$ cat config.mk
export PLATFORM = sky130hd
export DESIGN_NAME = sha1_hash_engine
export DESIGN_NICKNAME = d
export VERILOG_FILES = /design/src/hdl/sha1_pkg.sv /design/src/hdl/sha1_ram.sv /design/src/hdl/sha1_core.sv /design/src/hdl/sha1_hash_engine.sv
export SDC_FILE = /design/constraint.sdc
export NUM_CORES = 2
export LEC_CHECK = 0
export ABC_CLOCK_PERIOD_IN_PS = 13750
export BUFFER_PORTS_ARGS = -buffer_cell sky130_fd_sc_hd__buf_2
export CORE_MARGIN = 5
export CORE_UTILIZATION = 57
export CTS_CLUSTER_DIAMETER = 50
export CTS_CLUSTER_SIZE = 16
export DETAILED_ROUTE_END_ITERATION = 16
export PLACE_DENSITY = 0.85
export SLEW_MARGIN = 20
export SYNTH_ARGS = -nofsm -noshare
export SYNTH_HDL_FRONTEND = slang
export SYNTH_SLANG_ARGS = --single-unit
$ cat constraint.sdc
create_clock -name clk -period 13.75 [get_ports clk]
set_input_delay 2.0625 -clock clk [delete_from_list [all_inputs] [get_ports clk]]
set_output_delay 2.0625 -clock clk [all_outputs]
set_load 0.01 [all_outputs]
$ cat src/hdl/sha1_pkg.sv
// shared types, constants and round functions of the sha-1 engine
`default_nettype none

package sha1_pkg;

  localparam int CHAIN_WORDS = 5;
  localparam int BLOCK_WORDS = 16;
  localparam int CH_AW       = 3;
  localparam int BUF_AW      = 4;
  localparam int CNT_W       = 7;

  localparam logic [CNT_W-1:0] CNT_LOAD_LAST   = 7'd16;
  localparam logic [CNT_W-1:0] CNT_CHAIN_WORDS = 7'd5;
  localparam logic [CNT_W-1:0] CNT_ROUND_LAST  = 7'd79;
  localparam logic [CNT_W-1:0] CNT_LEN_LAST    = 7'd7;
  localparam logic [CNT_W-1:0] CNT_WORD_LAST   = 7'd4;
  localparam logic [2:0]       LAST_WORD_IDX   = 3'd4;
  localparam logic [5:0]       FILL_LAST       = 6'd63;
  localparam logic [5:0]       FILL_LEN_START  = 6'd56;
  localparam logic [7:0]       PAD_MARK        = 8'h80;

  typedef enum logic [3:0] {
    ST_IDLE,
    ST_PAD80,
    ST_PADZ,
    ST_PADLEN,
    ST_LOAD,
    ST_ROUND,
    ST_UPDATE,
    ST_EMIT_RD,
    ST_EMIT_LD,
    ST_EMIT_HOLD
  } sha1_state_t;

  // controls from the sequencer to the round datapath
  typedef struct packed {
    logic             load_sched;
    logic             load_hash;
    logic             run_round;
    logic [CNT_W-1:0] round;
  } sha1_core_ctl_t;

  function automatic logic [31:0] sha1_init_word(input logic [CH_AW-1:0] idx);
    logic [31:0] w;
    unique case (idx)
      3'd0:    w = 32'h67452301;
      3'd1:    w = 32'hefcdab89;
      3'd2:    w = 32'h98badcfe;
      3'd3:    w = 32'h10325476;
      3'd4:    w = 32'hc3d2e1f0;
      default: w = 32'h0;
    endcase
    return w;
  endfunction

  function automatic logic [31:0] sha1_k(input logic [CNT_W-1:0] t);
    logic [31:0] k;
    priority if (t < 7'd20) k = 32'h5a827999;
    else if (t < 7'd40)     k = 32'h6ed9eba1;
    else if (t < 7'd60)     k = 32'h8f1bbcdc;
    else                    k = 32'hca62c1d6;
    return k;
  endfunction

  function automatic logic [31:0] sha1_f(input logic [CNT_W-1:0] t,
                                         input logic [31:0] b,
                                         input logic [31:0] c,
                                         input logic [31:0] d);
    logic [31:0] f;
    priority if (t < 7'd20) f = (b & c) | (~b & d);
    else if (t < 7'd40)     f = b ^ c ^ d;
    else if (t < 7'd60)     f = (b & c) | (b & d) | (c & d);
    else                    f = b ^ c ^ d;
    return f;
  endfunction

endpackage

`default_nettype wire

$ cat src/hdl/sha1_ram.sv
// generic single-port-write, single-port-read ram with registered read
`default_nettype none

module sha1_ram #(
  parameter int WIDTH = 32,
  parameter int DEPTH = 16
) (
  input  wire logic                     clk,
  input  wire logic                     we,
  input  wire logic [$clog2(DEPTH)-1:0] waddr,
  input  wire logic [WIDTH-1:0]         wdata,
  input  wire logic [$clog2(DEPTH)-1:0] raddr,
  output logic      [WIDTH-1:0]         rdata
);

  logic [WIDTH-1:0] mem_r [DEPTH];

  // write port
  always_ff @(posedge clk) begin
    if (we) begin
      mem_r[waddr] <= wdata;
    end
  end

  // registered read port
  always_ff @(posedge clk) begin
    rdata <= mem_r[raddr];
  end

endmodule

`default_nettype wire

$ cat src/hdl/sha1_core.sv
// sha-1 round datapath: message schedule window and working variables
`default_nettype none

module sha1_core
  import sha1_pkg::*;
(
  input  wire logic           clk,
  input  wire sha1_core_ctl_t ctl,
  input  wire logic [31:0]    buf_word,
  input  wire logic [31:0]    chain_word,
  output logic      [31:0]    hash_a
);

  logic [31:0] w_r   [BLOCK_WORDS];
  logic [31:0] w_nxt [BLOCK_WORDS];
  logic [31:0] a_r, b_r, c_r, d_r, e_r;
  logic [31:0] a_nxt, b_nxt, c_nxt, d_nxt, e_nxt;
  logic [31:0] w_mix;
  logic [31:0] w_new;
  logic [31:0] round_sum;

  // next schedule word and round sum
  always_comb begin
    w_mix     = w_r[13] ^ w_r[8] ^ w_r[2] ^ w_r[0];
    w_new     = {w_mix[30:0], w_mix[31]};
    round_sum = {a_r[26:0], a_r[31:27]} + sha1_f(ctl.round, b_r, c_r, d_r)
              + e_r + sha1_k(ctl.round) + w_r[0];
  end

  // schedule window shifts on load and on every round
  always_comb begin
    for (int i = 0; i < BLOCK_WORDS; i++) begin
      w_nxt[i] = w_r[i];
    end
    if (ctl.load_sched || ctl.run_round) begin
      for (int i = 0; i < BLOCK_WORDS - 1; i++) begin
        w_nxt[i] = w_r[i+1];
      end
      w_nxt[BLOCK_WORDS-1] = ctl.load_sched ? buf_word : w_new;
    end
  end

  // working variables: shift chain for load and update, round on run_round, hold otherwise
  always_comb begin
    a_nxt = a_r;
    b_nxt = b_r;
    c_nxt = c_r;
    d_nxt = d_r;
    e_nxt = e_r;
    if (ctl.load_hash) begin
      a_nxt = b_r;
      b_nxt = c_r;
      c_nxt = d_r;
      d_nxt = e_r;
      e_nxt = chain_word;
    end else if (ctl.run_round) begin
      a_nxt = round_sum;
      b_nxt = a_r;
      c_nxt = {b_r[1:0], b_r[31:2]};
      d_nxt = c_r;
      e_nxt = d_r;
    end
  end

  always_ff @(posedge clk) begin
    for (int i = 0; i < BLOCK_WORDS; i++) begin
      w_r[i] <= w_nxt[i];
    end
    a_r <= a_nxt;
    b_r <= b_nxt;
    c_r <= c_nxt;
    d_r <= d_nxt;
    e_r <= e_nxt;
  end

  assign hash_a = a_r;

endmodule

`default_nettype wire

$ cat src/hdl/sha1_hash_engine.sv
// sha-1 hash engine top level: byte intake, padding, block sequencer, digest out
//
//  channel | direction | handshake            | payload
//  in_     | input     | in_valid / in_ready   | data_byte, byte_present, end_of_message
//  out_    | output    | out_valid / out_ready | digest_word, word_index, last_word
//
// a byte beat is taken while idle; a full block then passes through the block
// sequencer (buffer and chain reads, the rounds, chain read-modify-writes),
// served by the single round unit and the one read port of each ram.
// a finishing beat then writes the padding and length bytes, runs one block or two,
// and emits the digest beats in turn. in_ready is high only while idle.
// synchronous active-low reset; chain words read as the initial constants
// until written, so no clearing pass is needed. out_ready low holds the digest beat.
`default_nettype none

module sha1_hash_engine
  import sha1_pkg::*;
(
  input  wire logic        clk,
  input  wire logic        rst_n,
  input  wire logic        in_valid,
  output logic             in_ready,
  input  wire logic [7:0]  in_data_byte,
  input  wire logic        in_byte_present,
  input  wire logic        in_end_of_message,
  output logic             out_valid,
  input  wire logic        out_ready,
  output logic      [31:0] out_digest_word,
  output logic      [2:0]  out_word_index,
  output logic             out_last_word
);

  sha1_state_t state_r, state_nxt;
  sha1_state_t ret_r, ret_nxt;
  logic [CNT_W-1:0] cnt_r, cnt_nxt;
  logic [5:0]       fill_r, fill_nxt;
  logic [60:0]      msg_r, msg_nxt;
  logic [60:0]      msg_inc;
  logic [63:0]      len_r, len_nxt;
  logic [23:0]      word_r, word_nxt;
  logic [CHAIN_WORDS-1:0] cvalid_r, cvalid_nxt;
  logic             ch_rvalid_r;
  logic [CH_AW-1:0] ch_raddr_q_r;
  logic [31:0]      out_word_r, out_word_nxt;
  logic [2:0]       out_idx_r, out_idx_nxt;

  logic             put_en;
  logic [7:0]       put_byte;
  logic             buf_we;
  logic [BUF_AW-1:0] buf_waddr;
  logic [31:0]      buf_wdata;
  logic [BUF_AW-1:0] buf_raddr;
  logic [31:0]      buf_rdata;
  logic             ch_we;
  logic [CH_AW-1:0] ch_raddr;
  logic [31:0]      ch_wdata;
  logic [31:0]      ch_rdata;
  logic [31:0]      chain_rd;
  logic [31:0]      hash_a;
  sha1_core_ctl_t   core_ctl;

  // block buffer, one 32-bit big-endian word per entry
  sha1_ram #(.WIDTH(32), .DEPTH(BLOCK_WORDS)) u_buf_ram (
    .clk   (clk),
    .we    (buf_we),
    .waddr (buf_waddr),
    .wdata (buf_wdata),
    .raddr (buf_raddr),
    .rdata (buf_rdata)
  );

  // chaining words
  sha1_ram #(.WIDTH(32), .DEPTH(CHAIN_WORDS)) u_chain_ram (
    .clk   (clk),
    .we    (ch_we),
    .waddr (ch_raddr_q_r),
    .wdata (ch_wdata),
    .raddr (ch_raddr),
    .rdata (ch_rdata)
  );

  sha1_core u_core (
    .clk        (clk),
    .ctl        (core_ctl),
    .buf_word   (buf_rdata),
    .chain_word (chain_rd),
    .hash_a     (hash_a)
  );

  // unwritten chain entries read as the initial constants
  assign chain_rd = ch_rvalid_r ? ch_rdata : sha1_init_word(ch_raddr_q_r);
  assign msg_inc  = msg_r + 61'(in_byte_present);
  assign ch_wdata = chain_rd + hash_a;

  // sequencer: next state and controls
  always_comb begin
    state_nxt    = state_r;
    ret_nxt      = ret_r;
    cnt_nxt      = cnt_r;
    msg_nxt      = msg_r;
    len_nxt      = len_r;
    cvalid_nxt   = cvalid_r;
    out_word_nxt = out_word_r;
    out_idx_nxt  = out_idx_r;
    put_en       = 1'b0;
    put_byte     = 8'h00;
    buf_raddr    = '0;
    ch_raddr     = '0;
    ch_we        = 1'b0;
    in_ready     = 1'b0;
    out_valid    = 1'b0;
    core_ctl     = '0;

    unique case (state_r)
      ST_IDLE: begin
        in_ready = 1'b1;
        if (in_valid) begin
          if (in_byte_present) begin
            msg_nxt  = msg_inc;
            put_en   = 1'b1;
            put_byte = in_data_byte;
          end
          if (in_end_of_message) begin
            len_nxt = {msg_inc, 3'b000};
          end
          if (in_byte_present && fill_r == FILL_LAST) begin
            state_nxt = ST_LOAD;
            cnt_nxt   = '0;
            ret_nxt   = in_end_of_message ? ST_PAD80 : ST_IDLE;
          end else if (in_end_of_message) begin
            state_nxt = ST_PAD80;
          end
        end
      end

      ST_PAD80: begin
        put_en   = 1'b1;
        put_byte = PAD_MARK;
        if (fill_r == FILL_LAST) begin
          state_nxt = ST_LOAD;
          cnt_nxt   = '0;
          ret_nxt   = ST_PADZ;
        end else begin
          state_nxt = ST_PADZ;
        end
      end

      ST_PADZ: begin
        if (fill_r == FILL_LEN_START) begin
          state_nxt = ST_PADLEN;
          cnt_nxt   = '0;
        end else begin
          put_en = 1'b1;
          if (fill_r == FILL_LAST) begin
            state_nxt = ST_LOAD;
            cnt_nxt   = '0;
            ret_nxt   = ST_PADZ;
          end
        end
      end

      ST_PADLEN: begin
        put_en   = 1'b1;
        put_byte = len_r[63:56];
        len_nxt  = {len_r[55:0], 8'h00};
        cnt_nxt  = cnt_r + 7'd1;
        if (cnt_r == CNT_LEN_LAST) begin
          state_nxt = ST_LOAD;
          cnt_nxt   = '0;
          ret_nxt   = ST_EMIT_RD;
        end
      end

      // stream buffer words into the schedule and chain words into a..e
      ST_LOAD: begin
        if (cnt_r < CNT_LOAD_LAST) begin
          buf_raddr = cnt_r[BUF_AW-1:0];
        end
        if (cnt_r < CNT_CHAIN_WORDS) begin
          ch_raddr = cnt_r[CH_AW-1:0];
        end
        core_ctl.load_sched = (cnt_r != '0);
        core_ctl.load_hash  = (cnt_r != '0) && (cnt_r <= CNT_CHAIN_WORDS);
        cnt_nxt = cnt_r + 7'd1;
        if (cnt_r == CNT_LOAD_LAST) begin
          state_nxt = ST_ROUND;
          cnt_nxt   = '0;
        end
      end

      ST_ROUND: begin
        core_ctl.run_round = 1'b1;
        core_ctl.round     = cnt_r;
        cnt_nxt            = cnt_r + 7'd1;
        if (cnt_r == CNT_ROUND_LAST) begin
          state_nxt = ST_UPDATE;
          cnt_nxt   = '0;
        end
      end

      // read chain word k while writing back word k-1
      ST_UPDATE: begin
        if (cnt_r < CNT_CHAIN_WORDS) begin
          ch_raddr = cnt_r[CH_AW-1:0];
        end
        if (cnt_r != '0) begin
          ch_we                    = 1'b1;
          cvalid_nxt[ch_raddr_q_r] = 1'b1;
          core_ctl.load_hash       = 1'b1;
        end
        cnt_nxt = cnt_r + 7'd1;
        if (cnt_r == CNT_CHAIN_WORDS) begin
          state_nxt = ret_r;
          cnt_nxt   = '0;
        end
      end

      ST_EMIT_RD: begin
        ch_raddr  = cnt_r[CH_AW-1:0];
        state_nxt = ST_EMIT_LD;
      end

      ST_EMIT_LD: begin
        out_word_nxt = chain_rd;
        out_idx_nxt  = cnt_r[2:0];
        state_nxt    = ST_EMIT_HOLD;
      end

      ST_EMIT_HOLD: begin
        out_valid = 1'b1;
        if (out_ready) begin
          if (cnt_r == CNT_WORD_LAST) begin
            cvalid_nxt = '0;
            msg_nxt    = '0;
            cnt_nxt    = '0;
            state_nxt  = ST_IDLE;
          end else begin
            cnt_nxt   = cnt_r + 7'd1;
            state_nxt = ST_EMIT_RD;
          end
        end
      end

      default: begin
        state_nxt = ST_IDLE;
      end
    endcase
  end

  // byte packing into buffer words
  always_comb begin
    word_nxt  = word_r;
    fill_nxt  = fill_r;
    buf_we    = 1'b0;
    buf_waddr = fill_r[5:2];
    buf_wdata = {word_r, put_byte};
    if (put_en) begin
      word_nxt = {word_r[15:0], put_byte};
      fill_nxt = fill_r + 6'd1;
      buf_we   = (fill_r[1:0] == 2'b11);
    end
  end

  // control registers
  always_ff @(posedge clk) begin
    if (!rst_n) begin
      state_r  <= ST_IDLE;
      ret_r    <= ST_IDLE;
      cnt_r    <= '0;
      fill_r   <= '0;
      msg_r    <= '0;
      cvalid_r <= '0;
    end else begin
      state_r  <= state_nxt;
      ret_r    <= ret_nxt;
      cnt_r    <= cnt_nxt;
      fill_r   <= fill_nxt;
      msg_r    <= msg_nxt;
      cvalid_r <= cvalid_nxt;
    end
  end

  // payload registers
  always_ff @(posedge clk) begin
    len_r        <= len_nxt;
    word_r       <= word_nxt;
    out_word_r   <= out_word_nxt;
    out_idx_r    <= out_idx_nxt;
    ch_raddr_q_r <= ch_raddr;
    ch_rvalid_r  <= cvalid_r[ch_raddr];
  end

  assign out_digest_word = out_word_r;
  assign out_word_index  = out_idx_r;
  assign out_last_word   = (out_idx_r == LAST_WORD_IDX);

endmodule

`default_nettype wire

After elaboration in Yosys (flattened, before gate mapping)
Memory sizes are Yosys's and may differ from the RTL's. A register that Yosys moved wholly into a read port is not among the register bits.
Index checks and enable logic that the tools add are counted.

word-level totals
  RAM bits = 1184
  word-level logic and storage cells = 198
  bits in registers = 374
  output and inout bits = 38
  bits of input ports = 14
  memories = 3

cells by class
  muxes and demuxes = 90
  eq/ne operators = 36
  magnitude comparators = 9
  $add $sub $neg = 8
  reduce and logical (&&, ||, !) cells = 21
  bitwise logic cells = 14

memories
  name               words  bits a word  rd ports  clocked after Yosys merged registers in  write ports  RTL line         RTL
  u_buf_ram.mem_r    16     32           1         1                                        1            sha1_ram.sv:16   logic [WIDTH-1:0] mem_r [DEPTH];
  u_core.w_r         16     32           16        0                                        16           sha1_core.sv:14  logic [31:0] w_r [BLOCK_WORDS];
  u_chain_ram.mem_r  5      32           1         1                                        1            sha1_ram.sv:16

operators by type and width
  operator                                                          count
  32-bit 2-to-1 mux                                                 17
  512-bit 2-to-1 mux                                                1
  61-bit 2-to-1 mux                                                 4
  32-bit adder                                                      5
  32-bit one-hot mux with 5 select lines                            1
  32-bit bitwise XOR                                                5
  32-bit AND                                                        4
  64-bit 2-to-1 mux                                                 2
  64-bit one-hot mux with 2 select lines                            1
  61-bit one-hot mux with 2 select lines                            1
  32-bit OR                                                         3
  7-bit 2-to-1 mux                                                  10
  4-bit 2-to-1 mux                                                  17
  61-bit by 1-bit adder with 61-bit output                          1
  7-bit one-hot mux with 8 select lines                             1
  4-bit one-hot mux with 10 select lines                            1
  32-bit inverter                                                   1
  31-bit 2-to-1 mux                                                 1
  8-bit 2-to-1 mux                                                  3
  2-bit != test (second input constant)                             12
  8-bit one-hot mux with 3 select lines                             1
  7-bit by 3-bit == test with 1-bit output (second input constant)  3
  4-bit by 3-bit == test with 1-bit output (second input constant)  4
  1-bit 2-to-1 mux                                                  16
  42 further kinds                                                  63

Depth between registers and ports, before layout
  depth in word-level cells = 12
  depth in mapped cells = 26
  depth with buffers taken out = 25

Hierarchy
From an unflattened synthesis, not the netlist that was laid out.

second synthesis, totals
  cells, all modules = 4256
  area, all modules = 67373.4 µm²

modules (own cells, without submodules)
  module                   instances  cells an instance  sequential area each (µm²)  area each (µm²)
  sha1_core                1          1743               20179.4                     28816.4
  sha1_ram at u_buf_ram    1          838                16015.4                     19854.0
  sha1_hash_engine         1          1294               5405.2                      11792.6
  sha1_ram at u_chain_ram  1          381                5445.2                      6910.4

Least setup slack after synthesis
OpenSTA, ideal clock, no wires.

  kind = register -> register
  from = register cnt_r[1] (netlist name)
  to = memory u_core.w_r[0][0] (enable)
  library setup time = 3.663 ns
  arrival = 10.240 ns
  cell stages (with the launch flop) = 10
  data required time = 10.087 ns
  slack = -0.153 ns
  clock period less this slack = 13.903 ns
  buffers on the path = 3
  path through = dfxtp_1 > clkinv_1 > clkbuf_1 > ha_1 > nor3b_1 > nand2b_1 > nand2_1 > clkbuf_1 > clkbuf_1 > nand2_1

RTL lines
  element    RTL line
  to (decl)  sha1_core.sv:14

Worst setup path after layout
  from = register state_r[0]
  to = register u_core.a_r[31] (netlist: u_core.hash_a[31]) (data pin)

between the ends
  cells in the longest elaborated chain, start to end = 12
  elaborated cells between the ends (all ways) = 20

RTL lines
  element                                                RTL line                        RTL
  from (decl)                                            sha1_hash_engine.sv:33          sha1_state_t state_r, state_nxt;
  from (signal assigned)                                 sha1_hash_engine.sv:274         state_r <= state_nxt;
  4-bit by 3-bit == test with 1-bit output               sha1_hash_engine.sv:114         unique case (state_r)
  8-bit 2-to-1 mux                                       sha1_hash_engine.sv:114
  7-bit by 6-bit less-than comparator with 1-bit output  sha1_pkg.sv:60, sha1_pkg.sv:72
  32-bit 2-to-1 mux                                      sha1_pkg.sv:72                  else if (t < 7'd60) f = (b & c) | (b & d) | (c & d);
  32-bit 2-to-1 mux                                      sha1_pkg.sv:71                  else if (t < 7'd40) f = b ^ c ^ d;
  32-bit 2-to-1 mux                                      sha1_pkg.sv:70                  priority if (t < 7'd20) f = (b & c) | (~b & d);
  32-bit adder                                           sha1_core.sv:26                 round_sum = {a_r[26:0], a_r[31:27]} + sha1_f(ctl.round, b_r, c_r, d_r)
  32-bit adder (3 in series)                             sha1_core.sv:27                 + e_r + sha1_k(ctl.round) + w_r[0];
  32-bit 2-to-1 mux                                      sha1_core.sv:56                 end else if (ctl.run_round) begin
  32-bit 2-to-1 mux *                                    sha1_core.sv:50                 if (ctl.load_hash) begin
  via u_core.a_nxt[31]                                   sha1_core.sv:17                 logic [31:0] a_nxt, b_nxt, c_nxt, d_nxt, e_nxt;
  to (signal assigned)                                   sha1_core.sv:69                 a_r <= a_nxt;
  to (decl)                                              sha1_core.sv:16                 logic [31:0] a_r, b_r, c_r, d_r, e_r;

The timed path passes the listed nets; every way through them passes the cells marked *. The select of a mux whose other input is x is not followed.
A chain may end at the register's enable or synchronous reset.

==> results.md <==
- Status: complete, no violations
- HP Class: flip-flop to flip-flop
- Vias in the first global route: 41867
- Syn Nets: 5307
- Crit Reg-Reg Startpoint: state_r[0]
- Via count: about 43000
- Worst-Margin Slew: roughly 1.1 ns
- Synthesized flop and latch total: approximately 1600
- GR Overflow Total: 0
- Post-route cell area: roughly 75000 um2
- Iteration-0 DRC Markers: between 5000 and 6000
- Reg2Reg Capture Point: u_core.hash_a[31]
- Number of flops mapped to enable cells by yosys: 1464
- Skew-Pair Late Insertion Delay: around 0.76 ns
- Static leakage: about 26 nW
- Final Hold Vio Count: 0
- Core footprint: ~120000 um2
- Placed cell area: slightly above 70000 um2
- Netlist cell types: roughly 80
- Peak supply drop: roughly 130 uV
- Final setup margin: around 6 ns
- Crit-path max FO: 35
- Power density over the cells: 153 nW/um2
- Drt wl/cell: about 24 um
- Critical path class: flip-flop to flip-flop
- Overall routing resource usage: between 20% and 30%
- Inst Count DP: 6528
- Starting Density: 57.4%
- DIE AREA: ~130000 um2
- Synth Flop Type: edfxtp_1
- Synth top area share: 63.9%
- Vias per inst: between 6 and 7
- WHS Path Cells: 0
- Post-synth top area cell: edfxtp_1
- Die extent in x: roughly 360 um
- Reg2reg path depth: 25
- Count leader, synth: edfxtp_1
- RSZ-0062 raised after global routing: false
- Maximum clock path buffer count: 3
- First-pass GRT wire length: around 240 mm
- Utilization after layout: between 60% and 70%
- H-tree Lvls: 4
- Post CTS Setup Buffer Count: 0
- Max-slew violation count: 0
- Area of the multi-input gates: around 20000 um2
- CP endpoint kind: flip-flop
- # resized after CTS: 0
- Die Y-Extent: 357 um
- Worst reg2reg setup slack: approximately 6 ns
- Fillcell total: a little over 8000
- Post-synth ARST share: 0%
- Layout area overhead: 9.54%
- Fmax: about 0.13 GHz
- Register area share after synthesis: between 60% and 70%
- Worst-path clk slew: around 0.07 ns
- Slew margin rel.: 26.5%
- Crit path DAT: slightly above 8 ns
- Final setup TNS: 0 ns
- CP startpoint: state_r[0]
- Rows: between 100 and 150
- Final HPWL DP: about 90 mm
- IO Pins: 52
- Worst Setup Start Kind: flip-flop
- CTS tree: done
- Synth cell count leaders: edfxtp_1, nand2_1, nor2_1
- Initial antenna violation count: 5
- Total Power: 11.5 mW
- Final #Nets: roughly 5300
- Root Driver: clkbuf_16
- Area contributors post-synth: edfxtp_1, dfxtp_1, fa_1
- Antenna Nets Post-Route: 0
- DRC: 0
- DRT Pass-1 Iters: 8
- Clock skew: around 0.033 ns
- Final min period: between 7 and 8 ns
- Sink Count: about 1600
- Hold_buf cts: 0
- Final WL: roughly 160 mm
- Gate Count Post-Synth: approximately 5000
- Mapped Area: 68700 um2
- Max cap viols: 0
- Gpl congestion: around 0.88
- Tcrit/Tclk final: a little under three fifths
- Port Buffer Count: 51
- Reg area: roughly 47000 um2
- Dpl ws: between 6 and 7 ns
- Post-synthesis area per instance: ~14 um2
- Final Non-Filler Cells: between 6000 and 7000
- Hold_ws: around 0.41 ns
- Ys Warns: 0
- Inserted Clock Buffers: between 100 and 150
- Layout cells sized above 1: 10.1%
- Setup violators final: 0
- Worst setup path endpoint: u_core.hash_a[31]
- Largest net degree at the start of global routing: 200
- WP data required: 14.22 ns
==> cell usage in the layout, fill, tap and decap left out, drive strengths merged, types with 34 or more instances in the layout <==
cell	n
a21o	62
a21oi	188
a311oi	99
a31oi	80
and3	116
buf	120
clkbuf	184
dfxtp	154
edfxtp	1464
fa	120
ha	103
inv	203
mux2	127
mux2i	38
nand2	482
nand3	233
nor2	372
nor2b	46
nor3	116
o21ai	302
o22ai	34
xnor2	171
xor2	54
==> sequential cells by signal (all words and copies together) (netlist names), 61 cells and up <==
register	flops
u_buf_ram.mem_r	512
u_chain_ram.mem_r	160
msg_r	61
u_core.w_r	512
len_r	61
==> layout make-up <==
class / count / area share, %
sequential: 1618 / 62.5
inverter: 185 / 0.922
multi-input combinational: 2996 / 26.8
antenna: 1 / 0.00332
clock inverter: 59 / 0.964
tap: 1612 / 2.68
timing repair buffer: 120 / 1.15
clock buffer: 184 / 4.95
==> worst max-delay path, stage by stage, from the launching register on <==
cell,delay (ns)
dfxtp_1,0.67
inv_1,0.34
nor2_1,0.24
nand2_1,0.31
nor4_1,0.30
buf_4,0.23
clkinv_1,0.07
buf_4,0.26
nand2_1,0.12
buf_4,0.40
nor2_1,0.08
nor2_1,0.15
fa_1,0.44
fa_1,0.52
inv_1,0.06
fa_1,0.53
inv_1,0.04
ha_1,0.36
a2111oi_0,0.54
a21oi_1,0.24
a2111o_1,0.49
and2_1,0.17
a211oi_1,0.39
a21oi_1,0.14
xnor2_1,0.16
o21ai_0,0.11
==> power by group <==
part           switching (mW)  total, mW  internal [mW]
combinational           0.926       1.39          0.460
clock                    1.83       3.90           2.07
sequential              0.291       6.20           5.91
==> layer usage <==
| metal | vias to the layer above | GRT usage (%) | wire [um] | share of wire (%) |
|---|---|---|---|---|
| met4 | 2 | 10.7 | 7100 | 4.4 |
| met1 | 20853 | 33.6 | 60300 | 38 |
| met3 | 519 | 4.24 | 15500 | 9.7 |
| met2 | 2702 | 40.1 | 76900 | 48 |
| met5 | - | 0 | 13 | 0.0081 |
| li1 | 18656 | - | - | - |
==> worst min-delay path by stage <==
stage,end,from
finish,u_core.w_r[1][115],u_core.w_r[1][147]
floorplan,u_core.w_r[0][0],u_core.w_r[0][32]
global route,u_core.w_r[1][115],u_core.w_r[1][147]
global placement,u_core.w_r[0][8],u_core.w_r[0][40]
CTS,u_core.w_r[0][94],u_core.w_r[0][126]
detailed placement,u_core.w_r[0][100],u_core.w_r[0][132]
==> kinds of logic after synthesis <==
family	synth area share, %
adders and majority gates	5.37
DFF	68.4
xor gates and xnor gates	2.87
buffers and inverters	2.58
muxes	2.63
AOI/OAI and AO/OA	8.10
and+or+nand+nor	10.0
Note: power is estimated with default switching activity, not from simulation.
